--- src/rtl/msq_pkg.sv ---
// Shared types, constants and lookup functions for the marching-squares cell block.
// Used by every module under rtl; depends on nothing else.
package msq_pkg;

  localparam int H_W           = 16;
  localparam int IDX_W         = 10;
  localparam int COORD_W       = 18;
  localparam int DIV_W         = 17;
  localparam int CODE_W        = 4;
  localparam int QUEUE_DEPTH   = 4;
  localparam int GRID_DIM_DEF  = 1024;
  localparam int FRAC_BITS_DEF = 8;
  localparam int IN_W          = 88;
  localparam int OUT_W         = 72;
  localparam int USER_W        = 5;

  localparam logic [CODE_W-1:0] CASE_NONE     = 4'd0;
  localparam logic [CODE_W-1:0] CASE_SADDLE_A = 4'd5;
  localparam logic [CODE_W-1:0] CASE_SADDLE_B = 4'd10;
  localparam logic [CODE_W-1:0] CASE_ALL      = 4'd15;

  typedef enum logic [1:0] {
    EDGE_L = 2'd0,
    EDGE_R = 2'd1,
    EDGE_T = 2'd2,
    EDGE_B = 2'd3
  } edge_t;

  typedef struct packed {
    logic [3:0][DIV_W-1:0] num;
    logic [3:0][DIV_W-1:0] den;
    logic [CODE_W-1:0]     code;
    logic                  flip;
    logic [IDX_W-1:0]      row;
    logic [IDX_W-1:0]      col;
  } cell_t;

  function automatic edge_t seg_first(input logic [CODE_W-1:0] code);
    edge_t e;
    case (code)
      4'd1, 4'd3, 4'd7:        e = EDGE_L;
      4'd2, 4'd6, 4'd14:       e = EDGE_B;
      4'd4, 4'd12, 4'd13:      e = EDGE_R;
      default:                 e = EDGE_T;
    endcase
    return e;
  endfunction

  function automatic edge_t seg_second(input logic [CODE_W-1:0] code);
    edge_t e;
    case (code)
      4'd1, 4'd9, 4'd13:       e = EDGE_B;
      4'd2, 4'd3, 4'd11:       e = EDGE_R;
      4'd8, 4'd12, 4'd14:      e = EDGE_L;
      default:                 e = EDGE_T;
    endcase
    return e;
  endfunction

  // Returns {numerator, denominator} with the denominator made positive.
  // A crossing that starts on the isoline, or a flat edge, maps to 0 / 1.
  function automatic logic [2*DIV_W-1:0] edge_ratio(input logic signed [H_W-1:0] iso,
                                                    input logic signed [H_W-1:0] za,
                                                    input logic signed [H_W-1:0] zb);
    logic signed [DIV_W:0] num;
    logic signed [DIV_W:0] den;
    logic [2*DIV_W-1:0]    res;
    num = (DIV_W+1)'(iso) - (DIV_W+1)'(za);
    den = (DIV_W+1)'(zb) - (DIV_W+1)'(za);
    if (den < 0) begin
      num = -num;
      den = -den;
    end
    if (den == 0 || num <= 0) begin
      res = {DIV_W'(0), DIV_W'(1)};
    end else begin
      res = {num[DIV_W-1:0], den[DIV_W-1:0]};
    end
    return res;
  endfunction

endpackage

--- src/rtl/msq_front.sv ---
// Front end: holds the isoline register, classifies each cell and forms the
// division operands of the left, right, top and bottom edges. Depends on msq_pkg.
module msq_front import msq_pkg::*; #(
  parameter int GRID_DIM = GRID_DIM_DEF
) (
  input  logic              clk,
  input  logic              rst,
  input  logic              cfg_valid,
  output logic              cfg_ready,
  input  logic [H_W-1:0]    cfg_data,
  input  logic              s_tvalid,
  output logic              s_tready,
  input  logic [IN_W-1:0]   s_tdata,
  output logic              push_valid,
  input  logic              push_ready,
  output cell_t             push_item
);

  logic signed [H_W-1:0]   isoline;
  logic signed [H_W-1:0]   z_tl, z_tr, z_br, z_bl;
  logic [IDX_W-1:0]        row, col;
  logic [CODE_W-1:0]       code;
  logic signed [H_W+2:0]   zsum;
  logic signed [H_W+2:0]   iso4;
  logic                    inside_grid;
  logic [2*DIV_W-1:0]      r_l, r_r, r_t, r_b;

  assign cfg_ready = 1'b1;

  always_ff @(posedge clk) begin
    if (rst) begin
      isoline <= '0;
    end else if (cfg_valid) begin
      isoline <= cfg_data;
    end
  end

  assign z_tl = s_tdata[15:0];
  assign z_tr = s_tdata[31:16];
  assign z_br = s_tdata[47:32];
  assign z_bl = s_tdata[63:48];
  assign row  = s_tdata[73:64];
  assign col  = s_tdata[83:74];

  always_comb begin
    code = {z_tl >= isoline, z_tr >= isoline, z_br >= isoline, z_bl >= isoline};
    zsum = (H_W+3)'(z_tl) + (H_W+3)'(z_tr) + (H_W+3)'(z_br) + (H_W+3)'(z_bl);
    iso4 = (H_W+3)'(isoline) <<< 2;
    inside_grid = (32'(row) <= 32'(GRID_DIM - 2)) && (32'(col) <= 32'(GRID_DIM - 2));
    r_l = edge_ratio(isoline, z_tl, z_bl);
    r_r = edge_ratio(isoline, z_tr, z_br);
    r_t = edge_ratio(isoline, z_tl, z_tr);
    r_b = edge_ratio(isoline, z_bl, z_br);
    push_item.num[EDGE_L] = r_l[2*DIV_W-1:DIV_W];
    push_item.den[EDGE_L] = r_l[DIV_W-1:0];
    push_item.num[EDGE_R] = r_r[2*DIV_W-1:DIV_W];
    push_item.den[EDGE_R] = r_r[DIV_W-1:0];
    push_item.num[EDGE_T] = r_t[2*DIV_W-1:DIV_W];
    push_item.den[EDGE_T] = r_t[DIV_W-1:0];
    push_item.num[EDGE_B] = r_b[2*DIV_W-1:DIV_W];
    push_item.den[EDGE_B] = r_b[DIV_W-1:0];
    push_item.code = code;
    push_item.flip = (code == CASE_SADDLE_A || code == CASE_SADDLE_B) && (zsum < iso4);
    push_item.row  = row;
    push_item.col  = col;
  end

  assign s_tready   = push_ready;
  assign push_valid = s_tvalid && inside_grid && code != CASE_NONE && code != CASE_ALL;

endmodule

--- src/rtl/msq_fifo.sv ---
// Short queue of classified cells between the front end and the back end.
// Depends on msq_pkg for the cell type.
module msq_fifo import msq_pkg::*; #(
  parameter int DEPTH = QUEUE_DEPTH
) (
  input  logic  clk,
  input  logic  rst,
  input  logic  push_valid,
  output logic  push_ready,
  input  cell_t push_item,
  output logic  pop_valid,
  input  logic  pop_ready,
  output cell_t pop_item
);

  localparam int AW = (DEPTH > 1) ? $clog2(DEPTH) : 1;

  cell_t            mem [DEPTH];
  logic [AW-1:0]    wr_ptr, rd_ptr;
  logic [AW:0]      count;
  logic             do_push, do_pop;

  assign push_ready = count != (AW+1)'(DEPTH);
  assign pop_valid  = count != '0;
  assign pop_item   = mem[rd_ptr];
  assign do_push    = push_valid && push_ready;
  assign do_pop     = pop_valid && pop_ready;

  always_ff @(posedge clk) begin
    if (do_push) begin
      mem[wr_ptr] <= push_item;
    end
  end

  always_ff @(posedge clk) begin
    if (rst) begin
      wr_ptr <= '0;
      rd_ptr <= '0;
      count  <= '0;
    end else begin
      if (do_push) begin
        wr_ptr <= (wr_ptr == AW'(DEPTH - 1)) ? '0 : wr_ptr + 1'b1;
      end
      if (do_pop) begin
        rd_ptr <= (rd_ptr == AW'(DEPTH - 1)) ? '0 : rd_ptr + 1'b1;
      end
      count <= count + (AW+1)'(do_push) - (AW+1)'(do_pop);
    end
  end

endmodule

--- src/rtl/msq_back.sv ---
// Back end: a pipelined restoring divider, one quotient bit per stage for every
// cell edge, then the segment sequencer and the output register. Depends on msq_pkg.
module msq_back import msq_pkg::*; #(
  parameter int FRAC_BITS = FRAC_BITS_DEF
) (
  input  logic              clk,
  input  logic              rst,
  input  logic              pop_valid,
  output logic              pop_ready,
  input  cell_t             pop_item,
  output logic              m_tvalid,
  input  logic              m_tready,
  output logic [OUT_W-1:0]  m_tdata,
  output logic [USER_W-1:0] m_tuser,
  output logic              m_tlast
);

  localparam int NS = FRAC_BITS + 1;
  localparam int QW = FRAC_BITS + 1;
  localparam int CW = IDX_W + 1 + FRAC_BITS;
  localparam int SW = ((CW > COORD_W) ? CW : COORD_W) + 1;

  logic [3:0][DIV_W:0]   rem  [NS];
  logic [3:0][DIV_W-1:0] den  [NS];
  logic [3:0][QW-1:0]    quo  [NS];
  logic [CODE_W-1:0]     code [NS];
  logic                  flip [NS];
  logic [IDX_W-1:0]      row  [NS];
  logic [IDX_W-1:0]      col  [NS];
  logic                  v    [NS];
  logic                  en   [NS];
  logic                  take;

  logic [3:0][QW-1:0]    hq;
  logic [CODE_W-1:0]     hcode;
  logic                  hflip;
  logic [IDX_W-1:0]      hrow, hcol;
  logic                  hv, phase;
  logic                  out_load, seg_last, saddle, cut;
  edge_t                 e0, e1;
  logic [COORD_W-1:0]    sx, sy, ex, ey;

  assign pop_ready = en[0];

  for (genvar i = 0; i < NS; i++) begin : g_stage
    logic [3:0][DIV_W:0]   r_in;
    logic [3:0][DIV_W-1:0] d_in;
    logic [3:0][QW-1:0]    q_in;
    logic [3:0][DIV_W:0]   r_out;
    logic [3:0][QW-1:0]    q_out;
    logic                  in_valid;
    logic                  move;

    if (i == 0) begin : g_src
      always_comb begin
        for (int k = 0; k < 4; k++) begin
          r_in[k] = (DIV_W+1)'(pop_item.num[k]);
          q_in[k] = '0;
        end
        d_in     = pop_item.den;
        in_valid = pop_valid;
      end
    end else begin : g_src
      assign r_in     = rem[i-1];
      assign d_in     = den[i-1];
      assign q_in     = quo[i-1];
      assign in_valid = v[i-1];
    end

    if (i == NS - 1) begin : g_mv
      assign move = v[i] && take;
    end else begin : g_mv
      assign move = v[i] && en[i+1];
    end
    assign en[i] = !v[i] || move;

    always_comb begin
      for (int k = 0; k < 4; k++) begin
        logic [DIV_W:0] rs;
        logic           ge;
        rs = (i == 0) ? r_in[k] : (r_in[k] << 1);
        ge = rs >= (DIV_W+1)'(d_in[k]);
        r_out[k] = ge ? rs - (DIV_W+1)'(d_in[k]) : rs;
        q_out[k] = {q_in[k][QW-2:0], ge};
      end
    end

    always_ff @(posedge clk) begin
      if (rst) begin
        v[i] <= 1'b0;
      end else if (en[i]) begin
        v[i] <= in_valid;
      end
    end

    always_ff @(posedge clk) begin
      if (en[i] && in_valid) begin
        rem[i] <= r_out;
        den[i] <= d_in;
        quo[i] <= q_out;
        if (i == 0) begin
          code[i] <= pop_item.code;
          flip[i] <= pop_item.flip;
          row[i]  <= pop_item.row;
          col[i]  <= pop_item.col;
        end else begin
          code[i] <= code[i-1];
          flip[i] <= flip[i-1];
          row[i]  <= row[i-1];
          col[i]  <= col[i-1];
        end
      end
    end
  end

  function automatic logic [2*COORD_W-1:0] edge_point(input edge_t e,
                                                      input logic [3:0][QW-1:0] q,
                                                      input logic [IDX_W-1:0] r,
                                                      input logic [IDX_W-1:0] c);
    logic [SW-1:0] bx, by, px, py;
    logic [SW-1:0] cmax;
    cmax = SW'({COORD_W{1'b1}});
    bx = SW'(c) + SW'(e == EDGE_R);
    by = SW'(r) + SW'(e == EDGE_B);
    px = (bx << FRAC_BITS) + ((e == EDGE_T || e == EDGE_B) ? SW'(q[e]) : '0);
    py = (by << FRAC_BITS) + ((e == EDGE_L || e == EDGE_R) ? SW'(q[e]) : '0);
    if (px > cmax) px = cmax;
    if (py > cmax) py = cmax;
    return {py[COORD_W-1:0], px[COORD_W-1:0]};
  endfunction

  always_comb begin
    saddle   = hcode == CASE_SADDLE_A || hcode == CASE_SADDLE_B;
    cut      = (hcode == CASE_SADDLE_A) ^ hflip;
    seg_last = phase || !saddle;
    if (saddle) begin
      e0 = phase ? EDGE_L : EDGE_R;
      e1 = (phase ^ cut) ? EDGE_B : EDGE_T;
    end else begin
      e0 = seg_first(hcode);
      e1 = seg_second(hcode);
    end
    {sy, sx} = edge_point(e0, hq, hrow, hcol);
    {ey, ex} = edge_point(e1, hq, hrow, hcol);
    out_load = hv && (!m_tvalid || m_tready);
    take     = !hv || (out_load && seg_last);
  end

  always_ff @(posedge clk) begin
    if (rst) begin
      hv       <= 1'b0;
      phase    <= 1'b0;
      m_tvalid <= 1'b0;
    end else begin
      if (take) begin
        hv    <= v[NS-1];
        phase <= 1'b0;
      end else if (out_load) begin
        phase <= 1'b1;
      end
      if (out_load) begin
        m_tvalid <= 1'b1;
      end else if (m_tready) begin
        m_tvalid <= 1'b0;
      end
    end
  end

  always_ff @(posedge clk) begin
    if (take && v[NS-1]) begin
      hq    <= quo[NS-1];
      hcode <= code[NS-1];
      hflip <= flip[NS-1];
      hrow  <= row[NS-1];
      hcol  <= col[NS-1];
    end
    if (out_load) begin
      m_tdata <= {ey, ex, sy, sx};
      m_tuser <= {hflip, hcode};
      m_tlast <= seg_last;
    end
  end

endmodule

--- src/rtl/marching_squares_cell_segments.sv ---
// Top level of the marching-squares cell segment generator.
// Instantiates msq_front, msq_fifo and msq_back; depends on msq_pkg.
//
// The slave stream carries one grid cell per transfer: four corner heights and
// the cell's row and column. The master stream carries one line segment per
// transfer; tlast marks the final segment of a cell, and tuser gives the case
// code and the saddle flip flag. The isoline is written through the cfg channel,
// which is always ready; the user must write it only while no cell is in flight,
// which the block does not enforce. Cells that lie outside the grid, or whose
// four corners all fall on the same side of the isoline, produce no transfer.
// A cell's first segment passes through the queue, FRAC_BITS + 1 divider
// stages (one quotient bit for every cell edge per stage) and the segment
// holder, after which it sits in the output register. A cell is taken every
// cycle while the queue is not full; the output register sends one segment per
// cycle while the master side is ready, and saddle cells send their two
// segments one after the other.
// When the master side stalls, the output register holds its segment, the
// divider stages and the four-entry queue fill, and then s_tready falls.
// Reset empties the queue, the stages and the output and sets the isoline to 0.
module marching_squares_cell_segments import msq_pkg::*; #(
  parameter int GRID_DIM  = GRID_DIM_DEF,
  parameter int FRAC_BITS = FRAC_BITS_DEF
) (
  input  logic              clk,
  input  logic              rst,
  input  logic              cfg_valid,
  output logic              cfg_ready,
  input  logic [H_W-1:0]    cfg_data,
  input  logic              s_tvalid,
  output logic              s_tready,
  // height_top_left, height_top_right, height_bottom_right, height_bottom_left,
  // cell_row, cell_col, then zero fill.
  input  logic [IN_W-1:0]   s_tdata,
  output logic              m_tvalid,
  input  logic              m_tready,
  // start_x, start_y, end_x, end_y.
  output logic [OUT_W-1:0]  m_tdata,
  // case_code, saddle_flipped.
  output logic [USER_W-1:0] m_tuser,
  output logic              m_tlast
);

  logic  push_valid, push_ready, pop_valid, pop_ready;
  cell_t push_item, pop_item;

  msq_front #(.GRID_DIM(GRID_DIM)) u_front (
    .clk        (clk),
    .rst        (rst),
    .cfg_valid  (cfg_valid),
    .cfg_ready  (cfg_ready),
    .cfg_data   (cfg_data),
    .s_tvalid   (s_tvalid),
    .s_tready   (s_tready),
    .s_tdata    (s_tdata),
    .push_valid (push_valid),
    .push_ready (push_ready),
    .push_item  (push_item)
  );

  msq_fifo #(.DEPTH(QUEUE_DEPTH)) u_fifo (
    .clk        (clk),
    .rst        (rst),
    .push_valid (push_valid),
    .push_ready (push_ready),
    .push_item  (push_item),
    .pop_valid  (pop_valid),
    .pop_ready  (pop_ready),
    .pop_item   (pop_item)
  );

  msq_back #(.FRAC_BITS(FRAC_BITS)) u_back (
    .clk       (clk),
    .rst       (rst),
    .pop_valid (pop_valid),
    .pop_ready (pop_ready),
    .pop_item  (pop_item),
    .m_tvalid  (m_tvalid),
    .m_tready  (m_tready),
    .m_tdata   (m_tdata),
    .m_tuser   (m_tuser),
    .m_tlast   (m_tlast)
  );

endmodule
--- config.mk ---
export PLATFORM = sky130hd
export DESIGN_NAME = marching_squares_cell_segments
export DESIGN_NICKNAME = d
export VERILOG_FILES = /design/src/rtl/msq_pkg.sv /design/src/rtl/msq_front.sv /design/src/rtl/msq_fifo.sv /design/src/rtl/msq_back.sv /design/src/rtl/marching_squares_cell_segments.sv
export SDC_FILE = /design/constraint.sdc
export NUM_CORES = 2
export LEC_CHECK = 0
export BUFFER_PORTS_ARGS = -buffer_cell sky130_fd_sc_hd__buf_2
export CAP_MARGIN = 20
export CORE_AREA = 10 10 513 615
export CTS_BUF_LIST = sky130_fd_sc_hd__clkbuf_8
export DETAILED_ROUTE_END_ITERATION = 12
export DIE_AREA = 0 0 523 625
export PLACE_DENSITY = 0.61
export SYNTH_ARGS = -nofsm -noshare
export SYNTH_HDL_FRONTEND = slang
export SYNTH_SLANG_ARGS = --single-unit
export TNS_END_PERCENT = 1
--- constraint.sdc ---
create_clock -name clk -period 27.3 [get_ports clk]
set_clock_uncertainty 0.15 [all_clocks]
set_input_delay 5.46 -clock clk [delete_from_list [all_inputs] [get_ports clk]]
set_output_delay 5.46 -clock clk [all_outputs]
set_load 0.1 [all_outputs]
**After elaboration in Yosys (flattened, before gate mapping)**

Memory sizes are Yosys's and may differ from the RTL's. A register that Yosys moved wholly into a read port is not among the register bits.
Index checks and enable logic that the tools add are counted.

- Output and inout bits: 81
- Bits in read-only memories: 64
- Word-level logic and storage cells: 357
- Bits in writable memories: 2462
- Register bits after elaboration: 104
- Memories: 11
- Bits of input ports: 109

Memory list:

| memory | depth | bits a word | read ports | clocked after Yosys merged registers in | write ports | RTL line | RTL |
|---|---|---|---|---|---|---|---|
| u_back.rem | 9 | 72 | 8 | 0 | 9 | msq_back.sv:23 | `logic [3:0][DIV_W:0] rem [NS];` |
| u_fifo.mem | 4 | 161 | 1 | 1 | 1 | msq_fifo.sv:18 | `cell_t mem [DEPTH];` |
| u_back.den | 9 | 68 | 8 | 0 | 9 | msq_back.sv:24 | `logic [3:0][DIV_W-1:0] den [NS];` |
| u_back.quo | 9 | 36 | 9 | 1 | 9 | msq_back.sv:25 | `logic [3:0][QW-1:0] quo [NS];` |
| u_back.col | 9 | 10 | 9 | 1 | 9 | msq_back.sv:29 | `logic [IDX_W-1:0] col [NS];` |
| u_back.row | 9 | 10 | 9 | 1 | 9 | msq_back.sv:28 | `logic [IDX_W-1:0] row [NS];` |
| 5 more memories | -- | -- | -- | -- | -- | -- |  |

- $add $sub $neg: 65
- $lt $le $gt $ge: 57
- Reductions and logical operators: 62
- Muxes and demuxes: 124
- Equal/unequal tests: 14
- Bitwise operators: 11

Operator list:

| cell | number |
|---|---|
| 18-bit two-way mux | 44 |
| 18-bit by 17-bit >= comparator with 1-bit output | 32 |
| 18-bit by 17-bit subtractor with 18-bit output | 32 |
| 34-bit two-way mux | 4 |
| 32-bit zero test | 4 |
| 16-bit by 16-bit subtractor with 17-bit output | 7 |
| 20-bit adder | 4 |
| 20-bit by 18-bit greater-than comparator with 1-bit output, second input constant | 4 |
| 18-bit by 1-bit less-or-equal comparator with 1-bit output, second input constant | 4 |
| 17-bit negator with 18-bit output | 4 |
| 17-bit by 17-bit subtractor with 18-bit output | 4 |
| 17-bit >= comparator | 4 |
| 17-bit by 1-bit < comparator with 1-bit output, second input constant | 4 |
| 16-bit >= comparator | 4 |
| 1-bit two-way mux | 62 |
| 9-bit two-way mux | 6 |
| 18-bit negator | 3 |
| 10-bit by 1-bit adder with 11-bit output | 4 |
| 9-bit binary-select mux with 2-bit select | 2 |
| 1-bit logical OR | 22 |
| 10-bit less-or-equal comparator, second input constant | 2 |
| 19-bit by 16-bit adder with 19-bit output | 1 |
| 19-bit by 18-bit < comparator with 1-bit output | 1 |
| 17-bit by 16-bit adder with 18-bit output | 1 |
| 21 further kinds | 74 |

**Logic depth before layout (Yosys ltp)**

- Depth after elaboration: 28
- Depth in mapped cells: 29
- Mapped depth without buffers: 29

**Hierarchy**

Synthesis repeated with hierarchy kept, for this count alone.

- Cells, all modules: 9990
- Area, all modules: 125018.7 µm²

Modules (own cells, without submodules):

| module | sequential area each (µm²) | area each (µm²) | times used | cells an instance |
|---|---|---|---|---|
| msq_back | 49337.3 | 86250.2 | 1 | 6955 |
| msq_fifo | 19518.7 | 23680.2 | 1 | 890 |
| msq_front | 320.3 | 15088.2 | 1 | 2145 |

**Least setup slack after synthesis**

OpenSTA, ideal clock, no wires.

- Kind: input to register
- Start: in m_tready
- End: mem u_back.code[6][0] (enable)
- Stages: 4
- Path buffers: 0
- Arrival time: 19520 ps
- Library setup time: 1029 ps
- Path slack: 6601 ps
- Required time: 26121 ps
- Cell sequence: nor2b_1 o21ai_0 inv_1 a21boi_0

RTL lines:

| what | RTL line | RTL |
|---|---|---|
| start, declared | marching_squares_cell_segments.sv:35 | `input logic m_tready,` |
| end, declared | msq_back.sv:26 | `logic [CODE_W-1:0] code [NS];` |

==> run_results.csv <==
group,metric,value,unit
status,outcome,"finished clean",
global_routing,grt_usage,15.92,%
synth,syn_nets,10910,
sta,report.final.slew_viol_count,0,
cts,cts_setup_buffers,0,
floorplanning,die_w,523,µm
worst_setup_path,critPathLaunchType,"primary input",
global_routing,gr-total-overflow,0,
layout,syn_to_final_growth,10.59,%
synth,synth_area_leader_cell,"edfxtp_1",
power_and_ir_drop,switchingPower,4.557,mW
synth,ys_warn_count,0,
worst_setup_path,r2r-start,"u_front.isoline[0]",
cts,cts_tree,"yes",
cts,clock-root-buffer,"clkbuf_8",
synth,syn_inst,9919,
power_and_ir_drop,leakage,51.77,nW
synth,synth-edff-count,2285,
drt,ant_nets,0,
drt,remaining_drc_errors,0,
power_and_ir_drop,p_comb_share,40.0,%
sta,grt_setup_unrepaired,"false",
cts,cts_sinks,2313,
hold_path,holdCritPathClass,"reg2reg",
drt,vias,76870,
power_and_ir_drop,internal-power,8.661,mW
drt,dr.pass1.iters,6,
synth,synth_area,123500,µm²
synth,ys.flop_type,"edfxtp_1",
drt,post_drt_wl_per_cell,18.13,µm
job,max_cap_violations,0,
worst_setup_path,crit_start,"s_tdata[17]",
synth,async_reset_ff_share,0,%
synth,syn_avg_cell_area,12.45,µm²
placed_design,dp_hpwl,199900,µm
synth,ys_seq_area_share,56.01,%
layout,drive_above_1_share,13.41,%
floorplanning,design.die.area,326900,µm²
global_routing,grt_pass1_wl,425300,µm
global_routing,grt_pass1_vias,79220,
synth,synth_most_common_cell,"edfxtp_1",
floorplanning,core,303600,µm²
cts,clock_latency,1010,ps
synth,ys_seq_elements,2313,
global_routing,antenna_found_initial,5,
cts,clk_pin_slew,60,ps
cts,htree_levels,5,
hold_path,hp-start,"u_back.code[7][2]",
cts,numCtsBuffers,368,
worst_setup_path,crit_type,"in2reg",
sta,min_period_over_period,42.68,%
layout,fillers,27100,
floorplanning,initial_core_util,40.68,%
worst_setup_path,crit_path_end_kind,"flip-flop",
sta,slew_headroom,20.56,%
sta,final_hold_viol_count,0,
power_and_ir_drop,seqPwrFrac,38.8,%
layout,fin_util,44.99,%
sta,max_freq,85.82,MHz
power_and_ir_drop,clkPwrFrac,21.2,%
sta,fin_crit,11650,ps
placed_design,place.port_buffers,184,
drt,via_per_inst,5.245,
cts,hold_buffers,0,
cts,postCtsResizedCells,0,
global_routing,grt_max_degree,165,
floorplanning,rows,222,
power_and_ir_drop,power_density,96.78,nW/µm²
sta,finalSetupTns,0,ps
worst_setup_path,cp.required,27840,ps
floorplanning,die_h,625,µm
layout,layout.nets,11330,
synth,ys_top_cells_by_count,"2285 x edfxtp_1, 954 x inv_1, 820 x ha_1",
drt,wirelength,265700,µm
cts,cts_buffer_depth,4,
floorplanning,ios,190,
placed_design,place_congestion,0.9166,
synth,synthDistinctLibCells,97,
drt,drtIter0Drc,4148,
sta,worst_pin_slew,1192,ps
synth,synth_top_area_share,55.56,%
worst_setup_path,critPathMaxFanout,5,
sta,setup_viol,0,
power_and_ir_drop,swShare,34.48,%
power_and_ir_drop,max-vdd-ir-drop,65.03,µV
worst_setup_path,critPathArrivalTime,12190,ps
synth,synth_area_leaders,"edfxtp_1 56%, ha_1 8.3%, mux2_2 3.6%",
-- routing by layer --
metal  global-route usage (%)  up-vias  part of all wire (%)
met3                    2.370      560                   4.1
met1                    20.00    36710                    43
met5                        0        -                0.0041
met4                    5.926        2                   3.6
li1                         -    37920                     -
met2                    27.76     1679                    49
-- stage by stage --
| stage | worst slack, ps | power (mW) | cells | hold slack (ps) | cell area, µm² |
|---|---|---|---|---|---|
| floorplan | 6601 | 9.297 | 9919 | 250.3 | 123500 |
| global placement | 14850 | 10.30 | 14000 | 254.6 | 129500 |
| detailed placement | 14850 | 10.46 | 14010 | 254.5 | 129500 |
| CTS | 15880 | 13.34 | 14650 | 184.6 | 136500 |
| global route | 15110 | 14.19 | 14660 | 223.3 | 136600 |
| finish | 15650 | 13.22 | 14660 | 203.8 | 136600 |
-- cell usage in the layout, fill, tap and decap left out, types with 34 or more instances in the layout --
master    instances
edfxtp_1       2285
inv_1          1052
ha_1            820
nor2_1          668
nand2_1         557
o21ai_0         453
xnor2_1         424
mux2_2          395
a21oi_1         391
clkbuf_8        377
nor3_1          263
xor2_1          213
nand3_1         186
buf_2           185
mux4_2          155
a21o_1          141
nor2b_1         123
nand4_1         122
mux2i_1         105
a21boi_0         94
nand2b_1         82
clkinv_1         81
o21a_1           79
and3_1           78
or3_1            76
buf_4            76
a211oi_1         68
and2_1           63
o31ai_1          59
a31oi_1          57
nor4_1           57
fa_1             57
or2_2            49
o41ai_1          47
o211ai_1         47
clkinv_2         42
a211o_1          40
o21bai_1         34
-- worst max-delay path, cell delays in order --
cell and delay, ps:
buf_2 150, inv_1 370, fa_1 500, inv_1 70, ha_1 170, inv_1 60, fa_1 400, nor2b_1 120
o21ai_0 110, a21boi_0 260, o21ai_0 170, a21boi_0 290, o21ai_0 150, a21boi_0 300, o21ai_0 180, nor2b_1 170
xnor2_1 210, ha_1 300, a21oi_1 210, a31oi_1 180, o41ai_1 550, nor3b_1 130, a211oi_1 270, ha_1 180
nand2b_1 70, a2111oi_0 440, a221oi_1 210, a21oi_1 520
-- worst paths after layout --
path,end,slack [ps],depth (start not counted)
worst max register to register,u_fifo.mem[2][124],19980,16
worst max-delay path,u_fifo.mem[3][20],15650,28
worst min-delay path,u_back.code[8][2],200,0
worst min register to register,u_back.code[8][2],200,0
-- cell families (layout without fill, tap and decap cells) --
kind of cell	count (synthesis)	in the layout	synth area share [%]
xor+xnor	637	637	4.518
other cells	1	6	0.003036
buf+inv	1166	1866	3.582
flops	2313	2313	56.01
fa+ha+maj	877	877	9.232
mux	655	655	7.279
simple gates	2431	2431	9.566
compound gates	1839	1839	9.806
-- area by class of cell --
type	instances	area, µm²	share of cell area [%]
Tap cell	4032	5045	3.694
Inverter	956	3588	2.627
Sequential cell	2313	69180	50.65
Multi-Input combinational cell	6440	50160	36.72
Timing Repair Buffer	268	1613	1.181
Antenna cell	5	12.51	0.009161
Clock inverter	265	1790	1.311
Clock buffer	377	5189	3.799
-- sequential cells by signal (all words and copies together) (netlist names), 2 cells and up, named ones only --
name,count
u_back.hcol,10
u_back.den,544
u_back.hcode,4
u_back.quo,180
u_back.row,90
u_back.flip,9
u_fifo.mem,644
u_back.col,90
u_back.code,36
u_fifo.count,3
u_back.hrow,10
u_back.hq,36
u_fifo.rd_ptr,2
u_back.m_tuser,5
u_front.isoline,16
u_back.v,9
u_back.m_tdata,72
u_fifo.wr_ptr,2
u_back.rem,544
-- power by group through the flow --
stage	clock [mW]	sequential, mW	combinational (mW)
after floorplan	0	5.18	4.12
after global placement	0	5.18	5.12
after detailed placement	0	5.20	5.26
after CTS	2.91	5.13	5.30
after global routing	3.08	5.18	5.92
final	2.80	5.12	5.29
Power figures use the tool's default switching activity.
